$ cat config.mk
export PLATFORM = sky130hd
export DESIGN_NAME = q_table_learning_engine
export DESIGN_NICKNAME = d
export VERILOG_FILES = /design/src/design/qtle_pkg.sv /design/src/design/qtle_ram.sv /design/src/design/q_table_learning_engine.sv
export SDC_FILE = /design/constraint.sdc
export NUM_CORES = 2
export LEC_CHECK = 0
export ABC_AREA = 0
export BUFFER_PORTS_ARGS = -buffer_cell sky130_fd_sc_hd__buf_2
export CORE_UTILIZATION = 30
export DETAILED_ROUTE_END_ITERATION = 6
export PLACE_DENSITY_LB_ADDON = 0.08
export SLEW_MARGIN = 20
export SYNTH_ARGS = -nofsm -noshare
export SYNTH_HDL_FRONTEND = slang
export SYNTH_SLANG_ARGS = --single-unit
$ cat constraint.sdc
create_clock -name aclk -period 20.3 [get_ports aclk]
set_input_delay 1.015 -clock aclk [delete_from_list [all_inputs] [get_ports aclk]]
set_output_delay 1.015 -clock aclk [all_outputs]
set_load 0.01 [all_outputs]
$ cat src/design/qtle_pkg.sv
// ============================================================================
// qtle_pkg: shared definitions for the Q table learning engine
// Table geometry, fixed-point formats, stream widths and register indexes.
// ============================================================================
`default_nettype none

package qtle_pkg;

    // Table geometry and value format.
    localparam int STATE_COUNT  = 16;
    localparam int ACTION_COUNT = 4;
    localparam int Q_WIDTH      = 24;
    localparam int FRAC_BITS    = 16;

    localparam int STATE_W = $clog2(STATE_COUNT);
    localparam int ACT_W   = $clog2(ACTION_COUNT);
    localparam int DEPTH   = STATE_COUNT * ACTION_COUNT;
    localparam int ADDR_W  = $clog2(DEPTH);
    localparam int CNT_W   = $clog2(ACTION_COUNT + 1);

    // Coefficients are unsigned with 16 fraction bits, one is 2^16.
    localparam int COEF_W    = 17;
    localparam int COEF_FRAC = 16;
    localparam logic [COEF_W-1:0] COEF_ONE = COEF_W'(1) << COEF_FRAC;

    // Reward and exploration fields.
    localparam int REWARD_W    = 24;
    localparam int REWARD_FRAC = 16;
    localparam int EPS_W       = 17;
    localparam int DRAW_W      = 16;

    // Input stream data: cur_state, act, reward, next_state_idx, epsilon,
    // rand_draw, rand_action, from the lowest bit up.
    localparam int S_FIELDS_W = STATE_W + ACT_W + REWARD_W + STATE_W + EPS_W
                              + DRAW_W + ACT_W;
    localparam int S_TDATA_W  = ((S_FIELDS_W + 7) / 8) * 8;

    // Output stream data: chosen_action, q_value, from the lowest bit up.
    localparam int M_FIELDS_W = ACT_W + Q_WIDTH;
    localparam int M_TDATA_W  = ((M_FIELDS_W + 7) / 8) * 8;

    // Configuration port.
    localparam int CFG_IDX_W  = 8;
    localparam int CFG_DATA_W = 32;
    localparam logic [CFG_IDX_W-1:0] CFG_LEARN_RATE = CFG_IDX_W'(0);
    localparam logic [CFG_IDX_W-1:0] CFG_DISCOUNT   = CFG_IDX_W'(1);
    localparam logic [COEF_W-1:0] LEARN_RATE_RST = COEF_W'(6554);
    localparam logic [COEF_W-1:0] DISCOUNT_RST   = COEF_W'(64881);

    // Request kinds.
    localparam logic KIND_SELECT = 1'b0;
    localparam logic KIND_UPDATE = 1'b1;

    // Sequencer states.
    typedef enum logic [8:0] {
        ST_IDLE  = 9'b000000001,
        ST_SCAN  = 9'b000000010,
        ST_SEL   = 9'b000000100,
        ST_RDCUR = 9'b000001000,
        ST_MUL1  = 9'b000010000,
        ST_ADD1  = 9'b000100000,
        ST_MUL2  = 9'b001000000,
        ST_ADD2  = 9'b010000000,
        ST_OUT   = 9'b100000000
    } state_t;

endpackage

`default_nettype wire

$ cat src/design/qtle_ram.sv
// ============================================================================
// qtle_ram: generic single-port-write, single-port-read RAM
// One write and one read per cycle; read data is registered.
// ============================================================================
`default_nettype none

module qtle_ram #(
    parameter int WIDTH = 8,
    parameter int DEPTH = 16
) (
    input  wire                      aclk,
    input  wire                      wr_en,
    input  wire [$clog2(DEPTH)-1:0]  wr_addr,
    input  wire [WIDTH-1:0]          wr_data,
    input  wire                      rd_en,
    input  wire [$clog2(DEPTH)-1:0]  rd_addr,
    output logic [WIDTH-1:0]         rd_data
);

    logic [WIDTH-1:0] mem [DEPTH];

    // Write port and registered read port.
    always_ff @(posedge aclk) begin
        if (wr_en) begin
            mem[wr_addr] <= wr_data;
        end
        if (rd_en) begin
            rd_data <= mem[rd_addr];
        end
    end

endmodule

`default_nettype wire

$ cat src/design/q_table_learning_engine.sv
// A select result is set by the row scan through the single read port, an update's by
// the scan (skipped on a terminal transition) and the two registered multiplies;
// a stalled output adds its stall.
// A new request is taken only once the sequencer is back in idle, one at a time;
// a finished result may wait in the output register while the next request runs.
// Reset: synchronous, active low; valid bits zero the table, coefficients load 6554, 64881.
// ============================================================================
// q_table_learning_engine: tabular Q-learning with epsilon-greedy selection
// Holds the Q table in a RAM and serves action selection and update requests.
// ============================================================================
`default_nettype none

module q_table_learning_engine
    import qtle_pkg::*;
(
    input  wire                     aclk,
    input  wire                     aresetn,
    // Input request stream.
    input  wire                     s_tvalid,
    output logic                    s_tready,
    // Fields from bit 0: cur_state, act, reward, next_state_idx, epsilon,
    // rand_draw, rand_action, zero padding.
    input  wire [S_TDATA_W-1:0]     s_tdata,
    // Fields: kind.
    input  wire                     s_tuser,
    // Fields: is_terminal.
    input  wire                     s_tlast,
    // Result stream.
    output logic                    m_tvalid,
    input  wire                     m_tready,
    // Fields from bit 0: chosen_action, q_value, zero padding.
    output logic [M_TDATA_W-1:0]    m_tdata,
    // Configuration writes.
    input  wire                     cfg_valid,
    output logic                    cfg_ready,
    input  wire [CFG_IDX_W-1:0]     cfg_index,
    input  wire [CFG_DATA_W-1:0]    cfg_data
);

    // Field offsets within s_tdata.
    localparam int OFF_ACT   = STATE_W;
    localparam int OFF_REW   = OFF_ACT + ACT_W;
    localparam int OFF_NS    = OFF_REW + REWARD_W;
    localparam int OFF_EPS   = OFF_NS + STATE_W;
    localparam int OFF_DRAW  = OFF_EPS + EPS_W;
    localparam int OFF_RA    = OFF_DRAW + DRAW_W;

    // Arithmetic widths.
    localparam int LSH       = (FRAC_BITS >= REWARD_FRAC) ? FRAC_BITS - REWARD_FRAC : 0;
    localparam int RSH       = (REWARD_FRAC > FRAC_BITS) ? REWARD_FRAC - FRAC_BITS : 0;
    localparam int G_W       = Q_WIDTH + COEF_W + 1;
    localparam int D_W       = Q_WIDTH + LSH + 3;
    localparam int A_W       = D_W + COEF_W + 1;
    localparam int S_W       = A_W - COEF_FRAC + 1;
    localparam logic signed [S_W-1:0] Q_MAX =
        {{(S_W - Q_WIDTH + 1){1'b0}}, {(Q_WIDTH - 1){1'b1}}};
    localparam logic signed [S_W-1:0] Q_MIN = ~Q_MAX;

    // Registers.
    state_t                     st_reg, st_next;
    logic [CNT_W-1:0]           cnt_reg, cnt_next;
    logic                       rd_vld_reg, rd_vld_next;
    logic [ACT_W-1:0]           rd_idx_reg, rd_idx_next;
    logic                       rd_hit_reg, rd_hit_next;
    logic [DEPTH-1:0]           valid_reg, valid_next;
    logic [COEF_W-1:0]          learn_reg, learn_next;
    logic [COEF_W-1:0]          disc_reg, disc_next;

    logic                       kind_reg, kind_next;
    logic [STATE_W-1:0]         cs_reg, cs_next;
    logic [STATE_W-1:0]         row_reg, row_next;
    logic [ACT_W-1:0]           act_reg, act_next;
    logic signed [REWARD_W-1:0] rew_reg, rew_next;
    logic                       explore_reg, explore_next;
    logic [ACT_W-1:0]           ra_reg, ra_next;

    logic signed [Q_WIDTH-1:0]  best_val_reg, best_val_next;
    logic [ACT_W-1:0]           best_idx_reg, best_idx_next;
    logic signed [Q_WIDTH-1:0]  ra_val_reg, ra_val_next;
    logic signed [Q_WIDTH-1:0]  cur_reg, cur_next;
    logic signed [G_W-1:0]      prod_g_reg, prod_g_next;
    logic signed [D_W-1:0]      diff_reg, diff_next;
    logic signed [A_W-1:0]      prod_a_reg, prod_a_next;
    logic [ACT_W-1:0]           res_act_reg, res_act_next;
    logic signed [Q_WIDTH-1:0]  res_q_reg, res_q_next;

    logic                       m_vld_reg, m_vld_next;
    logic [M_TDATA_W-1:0]       m_data_reg, m_data_next;

    // RAM interface.
    logic                       ram_wr_en, ram_rd_en;
    logic [ADDR_W-1:0]          ram_wr_addr, ram_rd_addr;
    logic [Q_WIDTH-1:0]         ram_wr_data, ram_rd_data;

    // Combinational helpers.
    logic                       in_acc;
    logic signed [Q_WIDTH-1:0]  rd_q;
    logic [COEF_W-1:0]          alpha_c, gamma_c;
    logic signed [D_W-1:0]      r_al;
    logic signed [S_W-1:0]      sum_q;

    qtle_ram #(
        .WIDTH (Q_WIDTH),
        .DEPTH (DEPTH)
    ) u_table (
        .aclk    (aclk),
        .wr_en   (ram_wr_en),
        .wr_addr (ram_wr_addr),
        .wr_data (ram_wr_data),
        .rd_en   (ram_rd_en),
        .rd_addr (ram_rd_addr),
        .rd_data (ram_rd_data)
    );

    assign s_tready  = (st_reg == ST_IDLE);
    assign in_acc    = s_tvalid && s_tready;
    assign cfg_ready = 1'b1;
    assign m_tvalid  = m_vld_reg;
    assign m_tdata   = m_data_reg;

    // An entry never written since reset reads as zero.
    assign rd_q = rd_hit_reg ? $signed(ram_rd_data) : '0;

    // Coefficients above one act as one.
    assign alpha_c = (learn_reg > COEF_ONE) ? COEF_ONE : learn_reg;
    assign gamma_c = (disc_reg > COEF_ONE) ? COEF_ONE : disc_reg;

    // Reward aligned to the table's fraction bits.
    assign r_al = (D_W'(rew_reg) <<< LSH) >>> RSH;

    // New Q value before saturation.
    assign sum_q = S_W'(cur_reg) + S_W'($signed(prod_a_reg[A_W-1:COEF_FRAC]));

    // Sequencer and datapath.
    always_comb begin
        st_next       = st_reg;
        cnt_next      = cnt_reg;
        rd_vld_next   = 1'b0;
        rd_idx_next   = rd_idx_reg;
        rd_hit_next   = rd_hit_reg;
        valid_next    = valid_reg;
        learn_next    = learn_reg;
        disc_next     = disc_reg;
        kind_next     = kind_reg;
        cs_next       = cs_reg;
        row_next      = row_reg;
        act_next      = act_reg;
        rew_next      = rew_reg;
        explore_next  = explore_reg;
        ra_next       = ra_reg;
        best_val_next = best_val_reg;
        best_idx_next = best_idx_reg;
        ra_val_next   = ra_val_reg;
        cur_next      = cur_reg;
        prod_g_next   = prod_g_reg;
        diff_next     = diff_reg;
        prod_a_next   = prod_a_reg;
        res_act_next  = res_act_reg;
        res_q_next    = res_q_reg;
        m_vld_next    = m_vld_reg;
        m_data_next   = m_data_reg;
        ram_wr_en     = 1'b0;
        ram_wr_addr   = ADDR_W'(cs_reg) * ADDR_W'(ACTION_COUNT) + ADDR_W'(act_reg);
        ram_wr_data   = res_q_next;
        ram_rd_en     = 1'b0;
        ram_rd_addr   = ADDR_W'(row_reg) * ADDR_W'(ACTION_COUNT)
                      + ADDR_W'(cnt_reg[ACT_W-1:0]);

        // Configuration register writes.
        if (cfg_valid) begin
            if (cfg_index == CFG_LEARN_RATE) begin
                learn_next = cfg_data[COEF_W-1:0];
            end else if (cfg_index == CFG_DISCOUNT) begin
                disc_next = cfg_data[COEF_W-1:0];
            end
        end

        // Result delivered downstream.
        if (m_vld_reg && m_tready) begin
            m_vld_next = 1'b0;
        end

        case (st_reg)
            ST_IDLE: begin
                if (in_acc) begin
                    kind_next     = s_tuser;
                    cs_next       = s_tdata[STATE_W-1:0];
                    act_next      = s_tdata[OFF_ACT +: ACT_W];
                    rew_next      = $signed(s_tdata[OFF_REW +: REWARD_W]);
                    ra_next       = s_tdata[OFF_RA +: ACT_W];
                    explore_next  = {1'b0, s_tdata[OFF_DRAW +: DRAW_W]}
                                  < s_tdata[OFF_EPS +: EPS_W];
                    cnt_next      = '0;
                    best_val_next = '0;
                    best_idx_next = '0;
                    if (s_tuser == KIND_SELECT) begin
                        row_next = s_tdata[STATE_W-1:0];
                        st_next  = ST_SCAN;
                    end else if (s_tlast) begin
                        st_next = ST_RDCUR;
                    end else begin
                        row_next = s_tdata[OFF_NS +: STATE_W];
                        st_next  = ST_SCAN;
                    end
                end
            end

            // Read the row one entry a cycle and keep the running maximum.
            ST_SCAN: begin
                if (cnt_reg < CNT_W'(ACTION_COUNT)) begin
                    ram_rd_en   = 1'b1;
                    rd_vld_next = 1'b1;
                    rd_idx_next = cnt_reg[ACT_W-1:0];
                    rd_hit_next = valid_reg[ram_rd_addr];
                    cnt_next    = cnt_reg + CNT_W'(1);
                end
                if (rd_vld_reg) begin
                    if (rd_idx_reg == '0 || rd_q > best_val_reg) begin
                        best_val_next = rd_q;
                        best_idx_next = rd_idx_reg;
                    end
                    if (rd_idx_reg == ra_reg) begin
                        ra_val_next = rd_q;
                    end
                    if (rd_idx_reg == ACT_W'(ACTION_COUNT - 1)) begin
                        st_next = (kind_reg == KIND_SELECT) ? ST_SEL : ST_RDCUR;
                    end
                end
            end

            // Exploring takes the random action, otherwise the greedy one.
            ST_SEL: begin
                res_act_next = explore_reg ? ra_reg : best_idx_reg;
                res_q_next   = explore_reg ? ra_val_reg : best_val_reg;
                st_next      = ST_OUT;
            end

            // Fetch the entry being updated.
            ST_RDCUR: begin
                ram_rd_en   = 1'b1;
                ram_rd_addr = ram_wr_addr;
                rd_vld_next = 1'b1;
                rd_hit_next = valid_reg[ram_wr_addr];
                st_next     = ST_MUL1;
            end

            // Discounted next-state value.
            ST_MUL1: begin
                cur_next    = rd_q;
                prod_g_next = G_W'(best_val_reg) * $signed({1'b0, gamma_c});
                st_next     = ST_ADD1;
            end

            // Temporal difference error.
            ST_ADD1: begin
                diff_next = r_al + D_W'($signed(prod_g_reg[G_W-1:COEF_FRAC]))
                          - D_W'(cur_reg);
                st_next   = ST_MUL2;
            end

            // Scale by the learning rate.
            ST_MUL2: begin
                prod_a_next = A_W'(diff_reg) * $signed({1'b0, alpha_c});
                st_next     = ST_ADD2;
            end

            // Saturate, write back and set the entry's valid bit.
            ST_ADD2: begin
                if (sum_q > Q_MAX) begin
                    res_q_next = Q_MAX[Q_WIDTH-1:0];
                end else if (sum_q < Q_MIN) begin
                    res_q_next = Q_MIN[Q_WIDTH-1:0];
                end else begin
                    res_q_next = sum_q[Q_WIDTH-1:0];
                end
                res_act_next           = act_reg;
                ram_wr_en              = 1'b1;
                ram_wr_data            = res_q_next;
                valid_next[ram_wr_addr] = 1'b1;
                st_next                = ST_OUT;
            end

            // Hand the result to the output register once it is free.
            ST_OUT: begin
                if (!m_vld_reg || m_tready) begin
                    m_vld_next  = 1'b1;
                    m_data_next = M_TDATA_W'({res_q_reg, res_act_reg});
                    st_next     = ST_IDLE;
                end
            end

            default: begin
                st_next = ST_IDLE;
            end
        endcase
    end

    // Control state with reset.
    always_ff @(posedge aclk) begin
        if (!aresetn) begin
            st_reg     <= ST_IDLE;
            cnt_reg    <= '0;
            rd_vld_reg <= 1'b0;
            valid_reg  <= '0;
            learn_reg  <= LEARN_RATE_RST;
            disc_reg   <= DISCOUNT_RST;
            m_vld_reg  <= 1'b0;
        end else begin
            st_reg     <= st_next;
            cnt_reg    <= cnt_next;
            rd_vld_reg <= rd_vld_next;
            valid_reg  <= valid_next;
            learn_reg  <= learn_next;
            disc_reg   <= disc_next;
            m_vld_reg  <= m_vld_next;
        end
    end

    // Payload registers.
    always_ff @(posedge aclk) begin
        rd_idx_reg   <= rd_idx_next;
        rd_hit_reg   <= rd_hit_next;
        kind_reg     <= kind_next;
        cs_reg       <= cs_next;
        row_reg      <= row_next;
        act_reg      <= act_next;
        rew_reg      <= rew_next;
        explore_reg  <= explore_next;
        ra_reg       <= ra_next;
        best_val_reg <= best_val_next;
        best_idx_reg <= best_idx_next;
        ra_val_reg   <= ra_val_next;
        cur_reg      <= cur_next;
        prod_g_reg   <= prod_g_next;
        diff_reg     <= diff_next;
        prod_a_reg   <= prod_a_next;
        res_act_reg  <= res_act_next;
        res_q_reg    <= res_q_next;
        m_data_reg   <= m_data_next;
    end

endmodule

`default_nettype wire

After elaboration in Yosys (flattened, before gate mapping):

Memory sizes are Yosys's and may differ from the RTL's. A register that Yosys moved wholly into a read port is not among the register bits.
Cells that the tools add are included.

* input port bits: 119
* register bits after elaboration: 393
* memories: 1
* RAM bits: 1536
* output and inout port bits: 35

* bitwise gates (word level): 2
* add/subtract/negate cells: 6
* magnitude comparators: 10
* reductions and logical operators: 23
* multipliers: 2
* eq/ne operators: 19
* mux-type cells: 48

Memory list
* u_table.mem: depth 64, bits a word 24, rd ports 1, clocked after memory_dff 1, wr ports 1, line qtle_ram.sv:20 `logic [WIDTH-1:0] mem [DEPTH];`

Operator list (number)
* 2-to-1 mux 24 bit: 8
* one-hot mux 24 bit (2 select lines): 2
* one-hot mux 9 bit (8 select lines): 1
* bitwise OR 64 bit: 1
* multiplier 27 x 18 -> 45 bit: 1
* multiplier 24 x 18 -> 42 bit: 1
* 2-to-1 mux 9 bit: 4
* greater-than comparator 17 bit, second input constant: 2
* 2-to-1 mux 17 bit: 2
* adder 24 x 29 -> 30 bit: 1
* greater-than comparator 30 x 24 -> 1 bit, second input constant: 1
* less-than comparator 30 x 24 -> 1 bit, second input constant: 1
* adder 24 x 26 -> 27 bit: 1
* subtractor 27 x 24 -> 27 bit: 1
* greater-than comparator 24 bit: 1
* 2-to-1 mux 4 bit: 5
* less-than comparator 16 x 17 -> 1 bit: 1
* less-than comparator 6 x 7 -> 1 bit, second input constant: 2
* adder 6 x 2 -> 6 bit: 2
* binary-select mux 1 bit (select 6 bit): 2
* != test 2 bit, second input constant: 6
* AND reduction 3 bit: 4
* 2-to-1 mux 1 bit: 11
* AND reduction 2 bit: 5
* 32 further kinds: 44

Logic depth before layout (Yosys ltp):

* depth in word-level cells: 6
* mapped depth: 29
* depth with buffers taken out: 28

Modules after synthesis:

Synthesis repeated with hierarchy kept, for this count alone.

* cells, all modules: 7613
* area, all modules: 108491.6 µm²

By module, submodules not included
* qtle_ram: cells an instance 2610, area each 59535.8 µm², instances 1
* q_table_learning_engine: cells an instance 5003, area each 48955.7 µm², instances 1

Least setup slack after synthesis:

No wires, ideal clock.

* path type: register to register
* from: register disc_reg[16]
* to: register prod_g_reg[41] (data pin)
* setup time: 260 ps
* clock period less this slack: 7554 ps
* arrival time: 7294 ps
* required time: 20040 ps
* slack: 12746 ps
* stages on the path, launching flop included: 28
* buffers on the path: 1
* path through: dfxtp_1 > inv_1 > a41oi_1 > nor2b_1 > clkbuf_1 > and2_1 > fa_1 > inv_1 > fa_1 > fa_1 > inv_1 > fa_1 > fa_1 > inv_1 > fa_1 > inv_1 > ha_1 > a21o_1 > a21o_1 > a211o_1 > a221o_1 > a31oi_2 > o221ai_1 > a41oi_1 > nand2b_1 > a221o_1 > a21oi_1 > xnor2_1

* word-level cells in the longest chain between the ends: 3

Ends and longest elaborated chain
* start: declaration: line q_table_learning_engine.sv:67 `logic [COEF_W-1:0] disc_reg, disc_next;`
* start signal: assignment: line q_table_learning_engine.sv:314 `disc_reg <= disc_next;`
* greater-than comparator 17 bit: line q_table_learning_engine.sv:126 `assign gamma_c = (disc_reg > COEF_ONE) ? COEF_ONE : disc_reg;`
* 2-to-1 mux 17 bit *: line q_table_learning_engine.sv:126
* multiplier 24 x 18 -> 42 bit *: line q_table_learning_engine.sv:250 `prod_g_next = G_W'(best_val_reg) * $signed({1'b0, gamma_c});`
* end signal: assignment: line q_table_learning_engine.sv:334 `prod_g_reg <= prod_g_next;`
* end: declaration: line q_table_learning_engine.sv:81 `logic signed [G_W-1:0] prod_g_reg, prod_g_next;`

Mark *: on every way between the ends. The rest lies on a longest branch, timed or not.
A chain may end at the register's enable or synchronous reset.

Worst setup path in the final report:

* from: register learn_reg[16]
* to: register prod_a_reg[44] (data pin)

* word-level cells in the longest chain between the ends: 3

Ends and longest elaborated chain
* start: declaration: line q_table_learning_engine.sv:66 `logic [COEF_W-1:0] learn_reg, learn_next;`
* start signal: assignment: line q_table_learning_engine.sv:313 `learn_reg <= learn_next;`
* greater-than comparator 17 bit: line q_table_learning_engine.sv:125 `assign alpha_c = (learn_reg > COEF_ONE) ? COEF_ONE : learn_reg;`
* 2-to-1 mux 17 bit *: line q_table_learning_engine.sv:125
* multiplier 27 x 18 -> 45 bit *: line q_table_learning_engine.sv:263 `prod_a_next = A_W'(diff_reg) * $signed({1'b0, alpha_c});`
* end signal: assignment: line q_table_learning_engine.sv:336 `prod_a_reg <= prod_a_next;`
* end: declaration: line q_table_learning_engine.sv:83 `logic signed [A_W-1:0] prod_a_reg, prod_a_next;`

Marks and branches as above.

==> results.md <==
- The flow ran to the end, and the final reports show no timing, DRC or antenna violations.
- The die width is 603.1 um.
- The detail route stage leaves a number of antenna-violating nets equal to 0.
- The routed wire length per instance is 25.32 um.
- The utilization of the core after routing is 0.3418.
- For this design, the slowest cell found on the critical path is sky130_fd_sc_hd__dfxtp_2.
- Across the routed clock network, the largest skew measured is 108.2 ps.
- The detailed-placement wirelength estimate is 221200 um.
- The first-pass GRT wire length is 496400 um.
- Derived from the worst setup path, the maximum achievable clock frequency is 100.8 MHz.
- The standby leakage power is 47.32 nW.
- The register clock-pin slew on the reported worst setup and hold paths is 60 ps.
- The quantity of I/O buffers inserted on ports is 128.
- In the global route stage, overall resource usage came out at 0.1879.
- The register area is 56570 um2.
- The initial DRC count is 4395.
- Sorting the synthesized cells by area gives the leading types as sky130_fd_sc_hd__edfxtp_1 (50%), sky130_fd_sc_hd__fa_1 (16%), sky130_fd_sc_hd__mux4_2 (4.6%), sky130_fd_sc_hd__nand2_1 (4.5%), sky130_fd_sc_hd__inv_1 (3.8%).
- The number of clock buffers inserted by TritonCTS is 217.
- The count of filler cells inserted in the layout is 35569.
- The top fanout value on the critical path is 35.
- The detailed-routing iteration count for the pre-antenna-repair pass is 5.
- The die covers 363800 um2.
- The multiplexer area fraction after synthesis is 0.05982.
- The fraction of synthesized cell area taken by the top area cell type is 0.5011.
- The mean instance size in the synthesized netlist is 12.86 um2.
- The xor/xnor share of the synthesized area is 0.008806.
- Adding up every negative setup slack in the final design gives 0 ps.
- Using the TritonRoute via totals, the vias-per-cell ratio works out to 4.824.
- For this run, the number of Yosys warnings is 0.
- The final design area excluding fillers is 122800 um2.
- The worst stage delay on the critical path is 1010 ps.
- The largest family of logic cells by synthesized area is adder cells.
- The tightest hold path in the finished design has a slack of 346.9 ps.
- The synthesized design contains 1921 register bits.
- Summing all multi-input logic gate instances after layout gives 46770 um2.
- The overall overflow remaining after global route is 0.
- The number of library cell types mapped by synthesis is 71.
- The post-synthesis cell count is 8433.
- Measured along the y axis, the die boundary spans 603.1 um.
- The internal reg-to-reg setup slack is 10380 ps.
- The relative max-transition margin is 0.2309.
- Clock tree synthesis found a total of 1921 sinks.
- Summing all placed instances gives a cell area of 115500 um2.
- The number of hold buffers added after CTS was 0.
- Setup repair after global routing left no endpoint under its margin.
- Relative to the synthesized area, the layout overhead comes to 13.26%.
- TritonCTS built the clock tree.
- Broken down by cell family, the worst path's largest delay share belongs to compound AO/OA/AOI/OAI gates.
- Tracing the worst setup path back leads to its startpoint at learn_reg[16].
- The class of the tightest hold or removal check is input pin to flop.
- The number of levels in the clock H-tree is 4.
- Data on the critical path arrives at its endpoint at 10490 ps.
- The post-route fraction of the period consumed by the critical path is 0.4887.
- The synthesized netlist occupies a cell area of 108400 um2.
- The time the final worst path needs with I/O delays and setup is 9920 ps.
- The share of synthesized flip-flops with an asynchronous set or reset is 0.
- The cell repeated most along the worst path is sky130_fd_sc_hd__fa_1.
- The number of flops mapped to enable cells by yosys is 1809.
- The site row count is 220.
- Together, buffers and inverters on the worst path number 5.
- STA classifies the critical path startpoint as a flop.
- The flip-flop count of the largest register, all copies and words added is 1536.
- The share of post-route cells with drive strength above 1 is 0.1128.
- The fraction of the mapped netlist area in simple logic gates is 0.1134.
- The initial utilization of the core area, before any placement, comes to 0.3018.
- The routed wire length is 342100 um.
- The power density over the cells is 149.9 nW/um2.
- The remaining routing DRC violations is 0.
- For the worst setup path, the data required time is 20870 ps.
- The type of element capturing the critical path is a flop.
- The routed layout has 65177 vias.
- In this run the critical register-to-register path is launched from learn_reg[16].
- The most used flip-flop cell after synthesis is sky130_fd_sc_hd__edfxtp_1.
- The number of violations of the max-capacitance limit is 0.
- For this design the top-level I/O count stands at 154.
- The initial antenna violation count is 19.
- The post-cts resize count is 0.
- The share of the Yosys chip area taken by registers is 0.5218.
- The total area inside the core boundary comes to 359200 um2.
- The count of final hold-check violations was 0.
- Setup violations remaining at the end of the flow were counted as 0.
- Once the clock tree was built, the setup fixing pass inserted 0 buffers.
- VDD sags by at most 0.0005204 V.
- The cell accounting for the most synthesized area is sky130_fd_sc_hd__edfxtp_1.
- At the pin with the least slew margin, the transition time is 1154 ps.
- The final estimated routing congestion in global placement is 0.8152.
- Entering global routing, the biggest net connects 111 pins.
- The fraction of the mapped netlist area in compound gates is 0.04674.
- The root buffer cell chosen for the clock tree is sky130_fd_sc_hd__clkbuf_16.
- The maximum clock insertion buffer count is 4.
- The worst hold path begins at s_tdata[25].
- The worst-skew pair later-pin latency is 930 ps.
- The number of global-route vias before repair is 69144.
- The final count of pins violating max slew is 0.
- The net count of the finished layout is 9834.
- The kind of critical path is flop to flop.
- The adder-cell area share of the yosys netlist is 0.1953.
## cells by family after synthesis
group	after synthesis
xor gates and xnor gates	109
buffers and inverters	1518
AOI/OAI and AO/OA	754
other	2
adders and majority gates	1170
DFF	1921
muxes	367
and+or+nand+nor	2592
## cell type report
type                    instances  area share
inverters                    1103     0.03372
repair buffers                303     0.01851
well taps                    4773     0.04864
flip-flops and latches       1921      0.4607
clock buffers                 271     0.04680
multi-input cells            4999      0.3809
clock inverters               123     0.01032
diodes                         18   0.0003669
## path summary, 6_finish.rpt
path / cells after the start / end
worst max register to register: 26 / prod_a_reg[44]
worst max-delay path: 26 / prod_a_reg[44]
worst min register to register: 0 / m_tdata[0]
worst min-delay path: 1 / rew_reg[19]
## cell usage after synthesis (6+ instances only)
cell / instances
sky130_fd_sc_hd__buf_1: 23
sky130_fd_sc_hd__nand3_1: 232
sky130_fd_sc_hd__and2_1: 567
sky130_fd_sc_hd__a21o_1: 55
sky130_fd_sc_hd__a311oi_1: 96
sky130_fd_sc_hd__a41oi_1: 6
sky130_fd_sc_hd__o21a_1: 84
sky130_fd_sc_hd__clkbuf_1: 318
sky130_fd_sc_hd__nand4_1: 14
sky130_fd_sc_hd__dfxtp_1: 112
sky130_fd_sc_hd__nor3_1: 25
sky130_fd_sc_hd__o211ai_1: 6
sky130_fd_sc_hd__a21boi_0: 13
sky130_fd_sc_hd__or4_1: 25
sky130_fd_sc_hd__o21ai_0: 82
sky130_fd_sc_hd__nand3b_1: 6
sky130_fd_sc_hd__a221o_1: 6
sky130_fd_sc_hd__nand2_1: 1291
sky130_fd_sc_hd__inv_1: 1103
sky130_fd_sc_hd__mux4_2: 223
sky130_fd_sc_hd__a211oi_1: 15
sky130_fd_sc_hd__nor2_1: 184
sky130_fd_sc_hd__nor4_1: 12
sky130_fd_sc_hd__ha_1: 300
sky130_fd_sc_hd__buf_2: 48
sky130_fd_sc_hd__and3_1: 115
sky130_fd_sc_hd__fa_1: 870
sky130_fd_sc_hd__nor2b_1: 68
sky130_fd_sc_hd__or3_1: 7
sky130_fd_sc_hd__xor2_1: 38
sky130_fd_sc_hd__a31oi_1: 106
sky130_fd_sc_hd__mux2_2: 7
sky130_fd_sc_hd__buf_4: 23
sky130_fd_sc_hd__edfxtp_1: 1809
sky130_fd_sc_hd__mux2i_1: 136
sky130_fd_sc_hd__o21bai_1: 10
sky130_fd_sc_hd__a21oi_1: 129
sky130_fd_sc_hd__o22ai_1: 101
sky130_fd_sc_hd__nand2b_1: 24
sky130_fd_sc_hd__xnor2_1: 71
## placed cells by master, fill, tap and decap left out, types with 101 or more instances in the layout
| cell type | netlist | final |
|---|---|---|
| sky130_fd_sc_hd__nand3_1 | 232 | 231 |
| sky130_fd_sc_hd__nor2_1 | 184 | 115 |
| sky130_fd_sc_hd__nand2_1 | 1291 | 1268 |
| sky130_fd_sc_hd__a31oi_1 | 106 | 106 |
| sky130_fd_sc_hd__mux4_2 | 223 | 223 |
| sky130_fd_sc_hd__and2_1 | 567 | 567 |
| sky130_fd_sc_hd__buf_2 | 48 | 127 |
| sky130_fd_sc_hd__a21oi_1 | 129 | 129 |
| sky130_fd_sc_hd__edfxtp_1 | 1809 | 1809 |
| sky130_fd_sc_hd__inv_1 | 1103 | 1102 |
| sky130_fd_sc_hd__buf_4 | 23 | 158 |
| sky130_fd_sc_hd__fa_1 | 870 | 870 |
| sky130_fd_sc_hd__clkbuf_16 | 0 | 219 |
| sky130_fd_sc_hd__and3_1 | 115 | 115 |
| sky130_fd_sc_hd__mux2i_1 | 136 | 134 |
| sky130_fd_sc_hd__o22ai_1 | 101 | 101 |
| sky130_fd_sc_hd__ha_1 | 300 | 300 |
| sky130_fd_sc_hd__dfxtp_1 | 112 | 111 |
## metal layers
layer,GRT usage,vias up,wire length [um]
met5,0,-,0
li1,-,29087,-
met2,0.3310,1248,172600
met4,0.04483,0,8102
met3,0.01684,379,11760
met1,0.2491,34463,149700
## stage by stage
stage	setup slack [ps]	power (mW)	std cells
after floorplan	12750	11.92	8438
after global placement	10210	14.83	13085
after detailed placement	10210	14.77	13093
after CTS	10140	18.83	13487
after global routing	9632	20.07	13495
final	10380	18.41	13511
## power breakdown
group	internal, mW	total [mW]	leakage, nW	switching [mW]
clock	2.29	3.94	3.43	1.65
combinational	3.92	9.55	26.7	5.63
sequential	4.86	4.92	17.2	0.0535
Power figures use the tool's default switching activity.
